`config.mk`:
```
export PLATFORM = sky130hd
export DESIGN_NAME = field_sample_decode_scale_flat
export DESIGN_NICKNAME = d
export VERILOG_FILES = /design/src/rtl/fsds_pkg.sv /design/src/rtl/fsds_in_if.sv /design/src/rtl/fsds_out_if.sv /design/src/rtl/field_sample_decode_scale.sv /design/src/rtl/fsds_decode.sv /design/src/rtl/fsds_fadd.sv /design/src/rtl/fsds_fmul.sv /design/src/flat_wrapper.sv
export VERILOG_INCLUDE_DIRS = /design/src /design/src/rtl
export SDC_FILE = /design/constraint.sdc
export NUM_CORES = 2
export LEC_CHECK = 0
export BUFFER_PORTS_ARGS = -buffer_cell sky130_fd_sc_hd__buf_4
export CORE_MARGIN = 3
export CORE_UTILIZATION = 50
export DETAILED_ROUTE_END_ITERATION = 7
export HOLD_SLACK_MARGIN = 0.02
export PLACE_DENSITY = 0.74
export SETUP_SLACK_MARGIN = 0.1
export SLEW_MARGIN = 5
export SYNTH_ARGS = -nofsm -noshare
export SYNTH_HDL_FRONTEND = slang
export SYNTH_SLANG_ARGS = --single-unit
```
`constraint.sdc`:
```
create_clock -name clk_i -period 10.7 [get_ports clk_i]
set_input_delay 2.14 -clock clk_i [delete_from_list [all_inputs] [get_ports clk_i]]
set_output_delay 2.14 -clock clk_i [all_outputs]
set_load 0.02 [all_outputs]
```
`src/rtl/field_sample_decode_scale_macros.svh`:
```
// Assertion macros for the field sample decode and scale block.
`ifndef FIELD_SAMPLE_DECODE_SCALE_MACROS_SVH
`define FIELD_SAMPLE_DECODE_SCALE_MACROS_SVH
`ifndef SYNTHESIS
// Check a property while out of reset
`define FSDS_ASSERT(lbl, prop, msg) \
  lbl: assert property (@(posedge clk_i) disable iff (!rst_ni) prop) else $error(msg);
// Check a property on every edge, reset included
`define FSDS_ASSERT_RST(lbl, prop, msg) \
  lbl: assert property (@(posedge clk_i) prop) else $error(msg);
`else
`define FSDS_ASSERT(lbl, prop, msg)
`define FSDS_ASSERT_RST(lbl, prop, msg)
`endif
`endif

```
`src/rtl/fsds_pkg.sv`:
```
// Shared types, constants and helper functions of the decode and scale block.
`default_nettype none
package fsds_pkg;

  localparam int unsigned SizeClass8  = 8;
  localparam int unsigned SizeClass16 = 16;
  localparam logic [31:0] DefaultNan  = 32'hFFC0_0000;
  localparam logic [31:0] QuietMask   = 32'h0040_0000;

  typedef enum logic [2:0] {
    REG_FIELD_MASK = 3'd0,
    REG_FIELD_SHIFT = 3'd1,
    REG_FIELD_SIZE = 3'd2,
    REG_VALUE_KIND = 3'd3,
    REG_BYPASS = 3'd4,
    REG_OFFSET = 3'd5,
    REG_GAIN = 3'd6
  } fsds_reg_e;

  typedef enum logic [1:0] {
    KIND_UNSIGNED = 2'd0,
    KIND_SIGNED = 2'd1,
    KIND_FLOAT = 2'd2
  } fsds_kind_e;

  typedef struct packed {
    logic [63:0] field_mask;
    logic [5:0]  field_shift;
    logic [5:0]  field_size_bits;
    logic [1:0]  value_kind;
  } fsds_dec_cfg_t;

  typedef struct packed {
    logic dec1;
    logic dec2;
    logic add1;
    logic add2;
    logic mul1;
    logic mul2;
    logic mul3;
  } fsds_stage_en_t;

  // Leading zero count, 48 when all bits are clear
  function automatic logic [5:0] lzc48(input logic [47:0] v);
    logic [5:0] n;
    n = 6'd48;
    for (int i = 0; i < 48; i++) begin
      if (v[i]) n = 6'(47 - i);
    end
    return n;
  endfunction

  function automatic logic is_nan(input logic [31:0] f);
    return (&f[30:23]) && (|f[22:0]);
  endfunction

  function automatic logic is_inf(input logic [31:0] f);
    return (&f[30:23]) && !(|f[22:0]);
  endfunction

endpackage
`default_nettype wire

```
`src/rtl/fsds_in_if.sv`:
```
// Input channel: one raw memory word per item.
`default_nettype none
interface fsds_in_if;
  logic        valid;
  logic        ready;
  logic [63:0] raw_word;
  modport source (output valid, output raw_word, input ready);
  modport sink (input valid, input raw_word, output ready);
endinterface
`default_nettype wire

```
`src/rtl/fsds_out_if.sv`:
```
// Output channel: decoded and scaled float patterns per item.
`default_nettype none
interface fsds_out_if;
  logic        valid;
  logic        ready;
  logic [31:0] raw_float;
  logic [31:0] scaled_float;
  modport source (output valid, output raw_float, output scaled_float, input ready);
  modport sink (input valid, input raw_float, input scaled_float, output ready);
endinterface
`default_nettype wire

```
`src/rtl/field_sample_decode_scale.sv`:
```
// Top level: decodes a field of a raw word to binary32 and scales it.
//
// Input channel samp_i carries one 64-bit raw word per item; output channel
// res_o returns the decoded value (raw_float) and (raw + offset) * gain
// (scaled_float), or the decoded value again when bypass is set. Both use a
// valid/ready handshake; an item moves when valid and ready are high at a
// clock edge.
// The datapath is seven register stages: field extract, int to float,
// adder align, adder normalize/round, multiply, product normalize, product
// round. One item is taken every cycle when the receiver keeps ready high.
// Each stage holds its own valid bit. When the receiver stalls, the last
// stage holds and earlier stages keep filling any empty slots, so ready
// drops only once all seven stages hold items.
// Configuration must be written through cfg_we_i/cfg_idx_i/cfg_wdata_i only
// while no items are in flight; the block does not enforce this. Reset
// empties the pipeline and loads the default registers: 32-bit float field
// at bit zero, offset 0.0, gain 1.0.
`default_nettype none
`include "field_sample_decode_scale_macros.svh"
module field_sample_decode_scale import fsds_pkg::*; (
  input  wire logic        clk_i,
  input  wire logic        rst_ni,
  input  wire logic        cfg_we_i,
  input  wire logic [2:0]  cfg_idx_i,
  input  wire logic [63:0] cfg_wdata_i,
  fsds_in_if.sink          samp_i,
  fsds_out_if.source       res_o
);

  localparam int unsigned NumStages = 7;
  localparam int unsigned RawTaps   = 5;

  logic [63:0] field_mask_q;
  logic [5:0]  field_shift_q;
  logic [5:0]  field_size_q;
  logic [1:0]  value_kind_q;
  logic        bypass_q;
  logic [31:0] offset_q;
  logic [31:0] gain_q;

  // Write configuration registers
  always_ff @(posedge clk_i or negedge rst_ni) begin
    if (!rst_ni) begin
      field_mask_q <= 64'h0000_0000_FFFF_FFFF;
      field_shift_q <= 6'd0;
      field_size_q <= 6'd32;
      value_kind_q <= KIND_FLOAT;
      bypass_q <= 1'b0;
      offset_q <= 32'h0000_0000;
      gain_q <= 32'h3F80_0000;
    end else if (cfg_we_i) begin
      unique case (fsds_reg_e'(cfg_idx_i))
        REG_FIELD_MASK: field_mask_q <= cfg_wdata_i;
        REG_FIELD_SHIFT: field_shift_q <= cfg_wdata_i[5:0];
        REG_FIELD_SIZE: field_size_q <= cfg_wdata_i[5:0];
        REG_VALUE_KIND: value_kind_q <= cfg_wdata_i[1:0];
        REG_BYPASS: bypass_q <= cfg_wdata_i[0];
        REG_OFFSET: offset_q <= cfg_wdata_i[31:0];
        REG_GAIN: gain_q <= cfg_wdata_i[31:0];
        default: ;
      endcase
    end
  end

  // Stage enables: a stage advances when empty or when the next one advances
  logic [NumStages-1:0] v_q;
  logic [NumStages-1:0] en;
  fsds_stage_en_t       stage_en;

  always_comb begin
    en[NumStages-1] = !v_q[NumStages-1] || res_o.ready;
    for (int k = NumStages - 2; k >= 0; k--) begin
      en[k] = !v_q[k] || en[k+1];
    end
  end

  assign stage_en = '{dec1: en[0], dec2: en[1], add1: en[2], add2: en[3],
                      mul1: en[4], mul2: en[5], mul3: en[6]};

  always_ff @(posedge clk_i or negedge rst_ni) begin
    if (!rst_ni) begin
      v_q <= '0;
    end else begin
      if (en[0]) v_q[0] <= samp_i.valid;
      for (int k = 1; k < NumStages; k++) begin
        if (en[k]) v_q[k] <= v_q[k-1];
      end
    end
  end

  assign samp_i.ready = en[0];

  fsds_dec_cfg_t dec_cfg;
  assign dec_cfg = '{field_mask: field_mask_q, field_shift: field_shift_q,
                     field_size_bits: field_size_q, value_kind: value_kind_q};

  logic [31:0] raw_float;
  logic [31:0] sum_float;
  logic [31:0] prod_float;

  fsds_decode u_decode (
    .clk_i       (clk_i),
    .en_i        (stage_en),
    .cfg_i       (dec_cfg),
    .raw_word_i  (samp_i.raw_word),
    .raw_float_o (raw_float)
  );

  fsds_fadd u_fadd (
    .clk_i (clk_i),
    .en_i  (stage_en),
    .a_i   (raw_float),
    .b_i   (offset_q),
    .sum_o (sum_float)
  );

  fsds_fmul u_fmul (
    .clk_i  (clk_i),
    .en_i   (stage_en),
    .a_i    (sum_float),
    .b_i    (gain_q),
    .prod_o (prod_float)
  );

  // Carry the decoded value alongside the scaling stages
  logic [RawTaps-1:0][31:0] raw_tap_q;

  always_ff @(posedge clk_i) begin
    if (en[2]) raw_tap_q[0] <= raw_float;
    for (int k = 1; k < RawTaps; k++) begin
      if (en[k+2]) raw_tap_q[k] <= raw_tap_q[k-1];
    end
  end

  assign res_o.valid = v_q[NumStages-1];
  assign res_o.raw_float = raw_tap_q[RawTaps-1];
  assign res_o.scaled_float = bypass_q ? raw_tap_q[RawTaps-1] : prod_float;

  `FSDS_ASSERT_RST(a_rst_no_out, !rst_ni |=> !res_o.valid, "result valid during reset")
  `FSDS_ASSERT(a_bubble_ready, ($countones(v_q) != NumStages) |-> samp_i.ready,
               "input stalled with an empty stage")
  `FSDS_ASSERT(a_accept_fill, (samp_i.valid && samp_i.ready) |=> v_q[0],
               "accepted item missing from first stage")

endmodule
`default_nettype wire

```
`src/rtl/fsds_decode.sv`:
```
// Field extraction and integer to binary32 conversion, two stages.
`default_nettype none
module fsds_decode import fsds_pkg::*; (
  input  wire logic           clk_i,
  input  wire fsds_stage_en_t en_i,
  input  wire fsds_dec_cfg_t  cfg_i,
  input  wire logic [63:0]    raw_word_i,
  output logic [31:0]         raw_float_o
);

  logic [63:0] fld;
  logic        cls8, cls16, is_signed, is_flt;
  logic [31:0] ext, mag;
  logic        neg;
  logic        flt_q, neg_q;
  logic [31:0] bits_q;

  // Mask, shift and sign-extend the field per size class
  always_comb begin
    fld = (raw_word_i & cfg_i.field_mask) >> cfg_i.field_shift;
    cls8 = cfg_i.field_size_bits <= 6'(SizeClass8);
    cls16 = cfg_i.field_size_bits <= 6'(SizeClass16);
    is_signed = cfg_i.value_kind == KIND_SIGNED;
    is_flt = 1'b0;
    if (cls8) begin
      ext = {{24{is_signed & fld[7]}}, fld[7:0]};
    end else if (cls16) begin
      ext = {{16{is_signed & fld[15]}}, fld[15:0]};
    end else begin
      ext = fld[31:0];
      is_flt = cfg_i.value_kind == KIND_FLOAT;
    end
    neg = is_signed & ext[31];
    mag = neg ? (~ext + 32'd1) : ext;
  end

  always_ff @(posedge clk_i) begin
    if (en_i.dec1) begin
      flt_q <= is_flt;
      neg_q <= is_signed & ext[31] & !is_flt;
      bits_q <= is_flt ? ext : mag;
    end
  end

  logic [5:0]  lz;
  logic [31:0] norm;
  logic [7:0]  expo;
  logic        inc;
  logic [30:0] mag31;
  logic [31:0] res;

  // Normalize the magnitude and round to nearest even
  always_comb begin
    lz = lzc48({bits_q, 16'hFFFF});
    norm = bits_q << lz[4:0];
    expo = 8'(9'd158 - 9'(lz));
    inc = norm[7] & (norm[8] | (|norm[6:0]));
    mag31 = {expo, norm[30:8]} + 31'(inc);
    if (flt_q) begin
      res = bits_q;
    end else if (bits_q == 32'd0) begin
      res = '0;
    end else begin
      res = {neg_q, mag31};
    end
  end

  always_ff @(posedge clk_i) begin
    if (en_i.dec2) raw_float_o <= res;
  end

endmodule
`default_nettype wire

```
`src/rtl/fsds_fadd.sv`:
```
// Binary32 adder, align and add stage followed by normalize and round stage.
`default_nettype none
module fsds_fadd import fsds_pkg::*; (
  input  wire logic           clk_i,
  input  wire fsds_stage_en_t en_i,
  input  wire logic [31:0]    a_i,
  input  wire logic [31:0]    b_i,
  output logic [31:0]         sum_o
);

  logic        swap, eff_sub;
  logic [31:0] x, y;
  logic [7:0]  ex, ey, d;
  logic [4:0]  dcap;
  logic [23:0] mx, my;
  logic [53:0] al;
  logic [26:0] xw, yal;
  logic [27:0] sum;
  logic        spec;
  logic [31:0] spec_val;

  // Order by magnitude, align the smaller operand, add or subtract
  always_comb begin
    swap = b_i[30:0] > a_i[30:0];
    x = swap ? b_i : a_i;
    y = swap ? a_i : b_i;
    ex = (x[30:23] == 8'd0) ? 8'd1 : x[30:23];
    ey = (y[30:23] == 8'd0) ? 8'd1 : y[30:23];
    mx = {|x[30:23], x[22:0]};
    my = {|y[30:23], y[22:0]};
    d = ex - ey;
    dcap = (d > 8'd27) ? 5'd27 : d[4:0];
    al = {my, 30'd0} >> dcap;
    yal = {al[53:28], al[27] | (|al[26:0])};
    xw = {mx, 3'b000};
    eff_sub = x[31] ^ y[31];
    sum = eff_sub ? ({1'b0, xw} - {1'b0, yal}) : ({1'b0, xw} + {1'b0, yal});
    spec = 1'b1;
    if (is_nan(a_i)) begin
      spec_val = a_i | QuietMask;
    end else if (is_nan(b_i)) begin
      spec_val = b_i | QuietMask;
    end else if (is_inf(a_i) && is_inf(b_i) && (a_i[31] != b_i[31])) begin
      spec_val = DefaultNan;
    end else if (is_inf(a_i)) begin
      spec_val = a_i;
    end else if (is_inf(b_i)) begin
      spec_val = b_i;
    end else begin
      spec = 1'b0;
      spec_val = '0;
    end
  end

  logic        spec_q, sign_q, sub_q;
  logic [31:0] spec_val_q;
  logic [7:0]  ex_q;
  logic [27:0] sum_q;

  always_ff @(posedge clk_i) begin
    if (en_i.add1) begin
      spec_q <= spec;
      spec_val_q <= spec_val;
      sign_q <= x[31];
      sub_q <= eff_sub;
      ex_q <= ex;
      sum_q <= sum;
    end
  end

  logic [5:0]  lz;
  logic [4:0]  sh;
  logic [26:0] n27;
  logic [8:0]  ef;
  logic        inc;
  logic [30:0] mag31;
  logic [31:0] res;

  // Normalize, stop at the subnormal boundary, round to nearest even
  always_comb begin
    lz = lzc48({sum_q[26:0], 21'h1F_FFFF});
    sh = '0;
    if (sum_q[27]) begin
      n27 = {sum_q[27:2], sum_q[1] | sum_q[0]};
      ef = {1'b0, ex_q} + 9'd1;
    end else begin
      if ({2'b00, lz} < ex_q) begin
        sh = lz[4:0];
      end else begin
        sh = 5'(ex_q - 8'd1);
      end
      n27 = sum_q[26:0] << sh;
      ef = n27[26] ? ({1'b0, ex_q} - 9'(sh)) : 9'd0;
    end
    inc = n27[2] & (n27[3] | (|n27[1:0]));
    mag31 = {ef[7:0], n27[25:3]} + 31'(inc);
    if (spec_q) begin
      res = spec_val_q;
    end else if (sum_q == 28'd0) begin
      res = {sign_q & !sub_q, 31'd0};
    end else if (ef >= 9'd255) begin
      res = {sign_q, 8'hFF, 23'd0};
    end else begin
      res = {sign_q, mag31};
    end
  end

  always_ff @(posedge clk_i) begin
    if (en_i.add2) sum_o <= res;
  end

endmodule
`default_nettype wire

```
`src/rtl/fsds_fmul.sv`:
```
// Binary32 multiplier: multiply, normalize, then denormalize and round.
`default_nettype none
module fsds_fmul import fsds_pkg::*; (
  input  wire logic           clk_i,
  input  wire fsds_stage_en_t en_i,
  input  wire logic [31:0]    a_i,
  input  wire logic [31:0]    b_i,
  output logic [31:0]         prod_o
);

  logic              a_zero, b_zero, sign, spec;
  logic [31:0]       spec_val;
  logic [7:0]        ea, eb;
  logic [23:0]       ma, mb;
  logic signed [10:0] e1;

  // Handle special operands and form the significand product
  always_comb begin
    a_zero = a_i[30:0] == 31'd0;
    b_zero = b_i[30:0] == 31'd0;
    sign = a_i[31] ^ b_i[31];
    ea = (a_i[30:23] == 8'd0) ? 8'd1 : a_i[30:23];
    eb = (b_i[30:23] == 8'd0) ? 8'd1 : b_i[30:23];
    ma = {|a_i[30:23], a_i[22:0]};
    mb = {|b_i[30:23], b_i[22:0]};
    e1 = $signed(11'(ea)) + $signed(11'(eb)) - 11'sd127;
    spec = 1'b1;
    if (is_nan(a_i)) begin
      spec_val = a_i | QuietMask;
    end else if (is_nan(b_i)) begin
      spec_val = b_i | QuietMask;
    end else if ((is_inf(a_i) && b_zero) || (is_inf(b_i) && a_zero)) begin
      spec_val = DefaultNan;
    end else if (is_inf(a_i) || is_inf(b_i)) begin
      spec_val = {sign, 8'hFF, 23'd0};
    end else if (a_zero || b_zero) begin
      spec_val = {sign, 31'd0};
    end else begin
      spec = 1'b0;
      spec_val = '0;
    end
  end

  logic              spec1_q, sign1_q;
  logic [31:0]       spec_val1_q;
  logic [47:0]       p_q;
  logic signed [10:0] e1_q;

  always_ff @(posedge clk_i) begin
    if (en_i.mul1) begin
      spec1_q <= spec;
      spec_val1_q <= spec_val;
      sign1_q <= sign;
      p_q <= ma * mb;
      e1_q <= e1;
    end
  end

  logic [5:0] lz;

  // Bring the leading one to the top of the product
  always_comb begin
    lz = lzc48(p_q);
  end

  logic              spec2_q, sign2_q;
  logic [31:0]       spec_val2_q;
  logic [47:0]       n2_q;
  logic signed [10:0] e2_q;

  always_ff @(posedge clk_i) begin
    if (en_i.mul2) begin
      spec2_q <= spec1_q;
      spec_val2_q <= spec_val1_q;
      sign2_q <= sign1_q;
      n2_q <= p_q << lz;
      e2_q <= e1_q + 11'sd1 - $signed({5'd0, lz});
    end
  end

  logic              tiny, stick, inc;
  logic signed [10:0] rs_full;
  logic [5:0]        rs;
  logic [95:0]       w;
  logic [47:0]       shd;
  logic [7:0]        ef;
  logic [30:0]       mag31;
  logic [31:0]       res;

  // Shift into the subnormal range when needed, round to nearest even
  always_comb begin
    tiny = e2_q < 11'sd1;
    rs_full = 11'sd1 - e2_q;
    rs = (tiny && (rs_full > 11'sd50)) ? 6'd50 : (tiny ? rs_full[5:0] : 6'd0);
    w = {n2_q, 48'd0} >> rs;
    shd = w[95:48];
    stick = |w[47:0];
    ef = tiny ? 8'd0 : e2_q[7:0];
    inc = shd[23] & (shd[24] | (|shd[22:0]) | stick);
    mag31 = {ef, shd[46:24]} + 31'(inc);
    if (spec2_q) begin
      res = spec_val2_q;
    end else if (e2_q >= 11'sd255) begin
      res = {sign2_q, 8'hFF, 23'd0};
    end else begin
      res = {sign2_q, mag31};
    end
  end

  always_ff @(posedge clk_i) begin
    if (en_i.mul3) prod_o <= res;
  end

endmodule
`default_nettype wire
```
`src/flat_wrapper.sv`:
```
// flat-port wrapper written by rule: the top's interface ports become plain ports
module field_sample_decode_scale_flat import fsds_pkg::*;
  (clk_i, rst_ni, cfg_we_i, cfg_idx_i, cfg_wdata_i, samp_i_valid, samp_i_raw_word, samp_i_ready, res_o_valid, res_o_raw_float, res_o_scaled_float, res_o_ready);
  fsds_in_if samp_i_i ();
  fsds_out_if res_o_i ();
  input  wire logic clk_i;
  input  wire logic rst_ni;
  input  wire logic cfg_we_i;
  input  wire logic [2:0] cfg_idx_i;
  input  wire logic [63:0] cfg_wdata_i;
  input wire logic [$bits(samp_i_i.valid)-1:0] samp_i_valid;
  input wire logic [$bits(samp_i_i.raw_word)-1:0] samp_i_raw_word;
  output wire logic [$bits(samp_i_i.ready)-1:0] samp_i_ready;
  output wire logic [$bits(res_o_i.valid)-1:0] res_o_valid;
  output wire logic [$bits(res_o_i.raw_float)-1:0] res_o_raw_float;
  output wire logic [$bits(res_o_i.scaled_float)-1:0] res_o_scaled_float;
  input wire logic [$bits(res_o_i.ready)-1:0] res_o_ready;
  assign samp_i_i.valid = samp_i_valid;
  assign samp_i_i.raw_word = samp_i_raw_word;
  assign samp_i_ready = samp_i_i.ready;
  assign res_o_valid = res_o_i.valid;
  assign res_o_raw_float = res_o_i.raw_float;
  assign res_o_scaled_float = res_o_i.scaled_float;
  assign res_o_i.ready = res_o_ready;
  field_sample_decode_scale u_core (.clk_i(clk_i), .rst_ni(rst_ni), .cfg_we_i(cfg_we_i), .cfg_idx_i(cfg_idx_i), .cfg_wdata_i(cfg_wdata_i), .samp_i(samp_i_i), .res_o(res_o_i));
endmodule
```
==> flow_summary.ini <==
[layout]
area_delta_synth_final_pct = 11.22
fin_nets = 8292
layout_common_cells = 935 x nand2_1, 659 x inv_1, 564 x buf_4
postLayoutCellArea_um2 = 75380
utilization_pct = 56.27
layout-drive-gt1-share_pct = 15.51
layout_commonest_cell = nand2_1

[hold_path]
hp-class = reg2reg

[synth]
syn_area_um2 = 67780
synth_top_area_share_pct = 24.19
synthTopCellsByArea = edfxtp_1 24%, fa_1 14%, ha_1 5.7%
yosysTopAreaCell = edfxtp_1
synth_edf_count = 546
synthArstFlopShare_pct = 21.55
seq_area_frac_synth_pct = 29.80
ys_ff_latch = 696
synth_warnings = 0
ys_types = 116
syn_area_per_cell_um2 = 9.424
syn_inst = 7192
ys.flop_type = edfxtp_1
synth_nets = 8125

[route]
wl_um = 238400
met2WireLength_um = 108800
drt_iter0_markers = 6793
drcViolationCount = 0
postRouteAntennaNets = 0
wl_per_cell_um = 25.91
dr.pass1.iters = 7
met3_length_um = 22750
wl_met1_um = 92330
vias = 58420
routed_via_density = 6.350
top_layer_used = met5

[sta]
period_minus_slack_ns = 9.869
fin_crit_sh_pct = 92.24
drv_slew = 0
fmaxAchievable_mhz = 101.3
slew_headroom_pct = 9.679
hold_viol = 0
rsz0062_at_grt = no
tns_ns = 0
tightest_slew_ns = 1.355
setup_viol = 0
whs_ns = 0.3783
final.setup_skew_ns = 0.05497

[floorplanning]
initial_utilization_pct = 50.59
coreArea_um2 = 134000
die_x_um = 374.2
rows = 134
fp.dieH_um = 374.2
die_area_um2 = 140000
io_pins = 202

[outcome]
status = finished, final reports clean

[placed_design]
post-dp-hpwl_um = 182400
gp_congestion = 0.9840
placed_cell_area_um2 = 72320
port_buffers = 201

[clock_network]
cts_setup_buffers = 0
path_clk_slew_ns = 0.06
cts_hold_buf = 0
insertion_delay_ns = 0.71
clkSinkCount = 696
htree_levels = 3
numCtsBuffers = 79
clk_path_buf_depth = 3
cts_tree = yes
cts_root_buf = clkbuf_16
ctsResizeCount = 0

[critical_path]
worstPathRequired_ns = 11.12
worstSetupEndpointType = flip-flop
cpMaxStageDelayCell = or3_1
path_max_fanout = 20
max_stage_delay_ns = 0.44
critPathKind = reg2reg
crit_arrival_ns = 10.29
start_kind = flip-flop

[global_route]
track_usage_pct = 33.44
grt_first_pass_wirelength_um = 358100
antenna_found_initial = 16
grt_max_degree = 85
grt_overflow = 0
grt_pass1_vias = 57260

[flow_run]
cap_violations = 0
-- state kept, by name, summed over array words and instances, names as in the netlist, 6 cells and up --
register,cells
u_core.offset_q,32
u_core.u_fadd.sum_q,28
u_core.v_q,7
u_core.gain_q,32
u_core.u_decode.raw_float_o,32
u_core.field_size_q,6
u_core.u_fadd.sum_o,32
u_core.u_fadd.ex_q,8
u_core.u_fadd.spec_val_q,32
u_core.u_fmul.e1_q,10
u_core.u_fmul.prod_o,32
u_core.field_shift_q,6
u_core.u_fmul.e2_q,11
u_core.raw_tap_q,128
u_core.u_fmul.n2_q,48
u_core.res_o.raw_float,32
u_core.u_fmul.spec_val2_q,32
u_core.u_fmul.spec_val1_q,32
u_core.field_mask_q,64
u_core.u_fmul.p_q,48
u_core.u_decode.bits_q,32
-- through the flow --
step,std cells,setup WS (ns)
finish,9201,0.8308
global route,9196,0.1015
CTS,9194,0.5903
detailed placement,9046,0.6511
global placement,9046,0.7026
floorplan,7192,0.7109
-- final timing paths --
path / start / end / slack [ns] / depth (start not counted)
max: u_core.u_decode.raw_float_o[24] / u_core.u_fadd.sum_q[26] / 0.83 / 49
min reg2reg: u_core.raw_tap_q[7] / u_core.raw_tap_q[39] / 0.38 / 0
max in group asynchronous: rst_ni / u_core.offset_q[2] / 7.63 / 2
min in group asynchronous: rst_ni / u_core.field_mask_q[48] / 1.49 / 1
min: u_core.raw_tap_q[7] / u_core.raw_tap_q[39] / 0.38 / 0
max reg2reg: u_core.u_decode.raw_float_o[24] / u_core.u_fadd.sum_q[26] / 0.83 / 49
-- worst max-delay path: cells and delay by family, from the launching register on --
kind | cells | cell delay, ns
AO/OA/AOI/OAI | 23 | 4.48
AND/OR/NAND/NOR | 12 | 1.94
buffers and inverters | 8 | 1.32
adder cells (fa/ha/maj) | 4 | 1.10
flip-flops | 1 | 0.43
multiplexers | 1 | 0.19
XOR/XNOR | 1 | 0.09
-- synth_stat cells (78+ instances only) --
library cell / count
edfxtp_1: 546
clkbuf_1: 351
a21oi_1: 321
nor2_1: 422
dfrtp_1: 109
o21ai_0: 364
and2_1: 263
mux4_2: 81
nor3_1: 128
xnor2_1: 129
nor4_1: 78
nand3_1: 196
inv_1: 663
ha_1: 310
mux2i_1: 307
fa_1: 487
mux2_2: 202
nand2_1: 939
-- cell families (layout without fill, tap and decap cells) --
family          count (synthesis)  after routing  share of synthesized area, %
compound gates               1416           1416                         13.77
xor+xnor                      197            197                         2.557
fa+ha+maj                     797            797                         20.11
buf+inv                      1158           1392                         6.792
flops                         696            696                         29.80
mux                           590            590                         10.58
other cells                     0              7                             0
simple gates                 2338           2338                         16.39
-- final cells by class --
class	count	area [µm²]
diodes	7	17.52
fillers	11570	58580
clock inverters	47	738.2
flip-flops and latches	696	20200
clock buffers	101	2223
well taps	1768	2212
multi-input cells	5338	43120
inverters	674	2531
repair buffers	570	4337
-- per-layer routing --
| metal | track usage (%) | up-vias |
|---|---|---|
| met3 | 7.034 | 742 |
| met4 | 16.87 | 8 |
| met1 | 43.62 | 28820 |
| met5 | 0 | - |
| li1 | - | 25590 |
| met2 | 52.91 | 3266 |
Power is not shown: default switching activity piles up to over one toggle a cycle in this logic, so the estimate is an artifact.
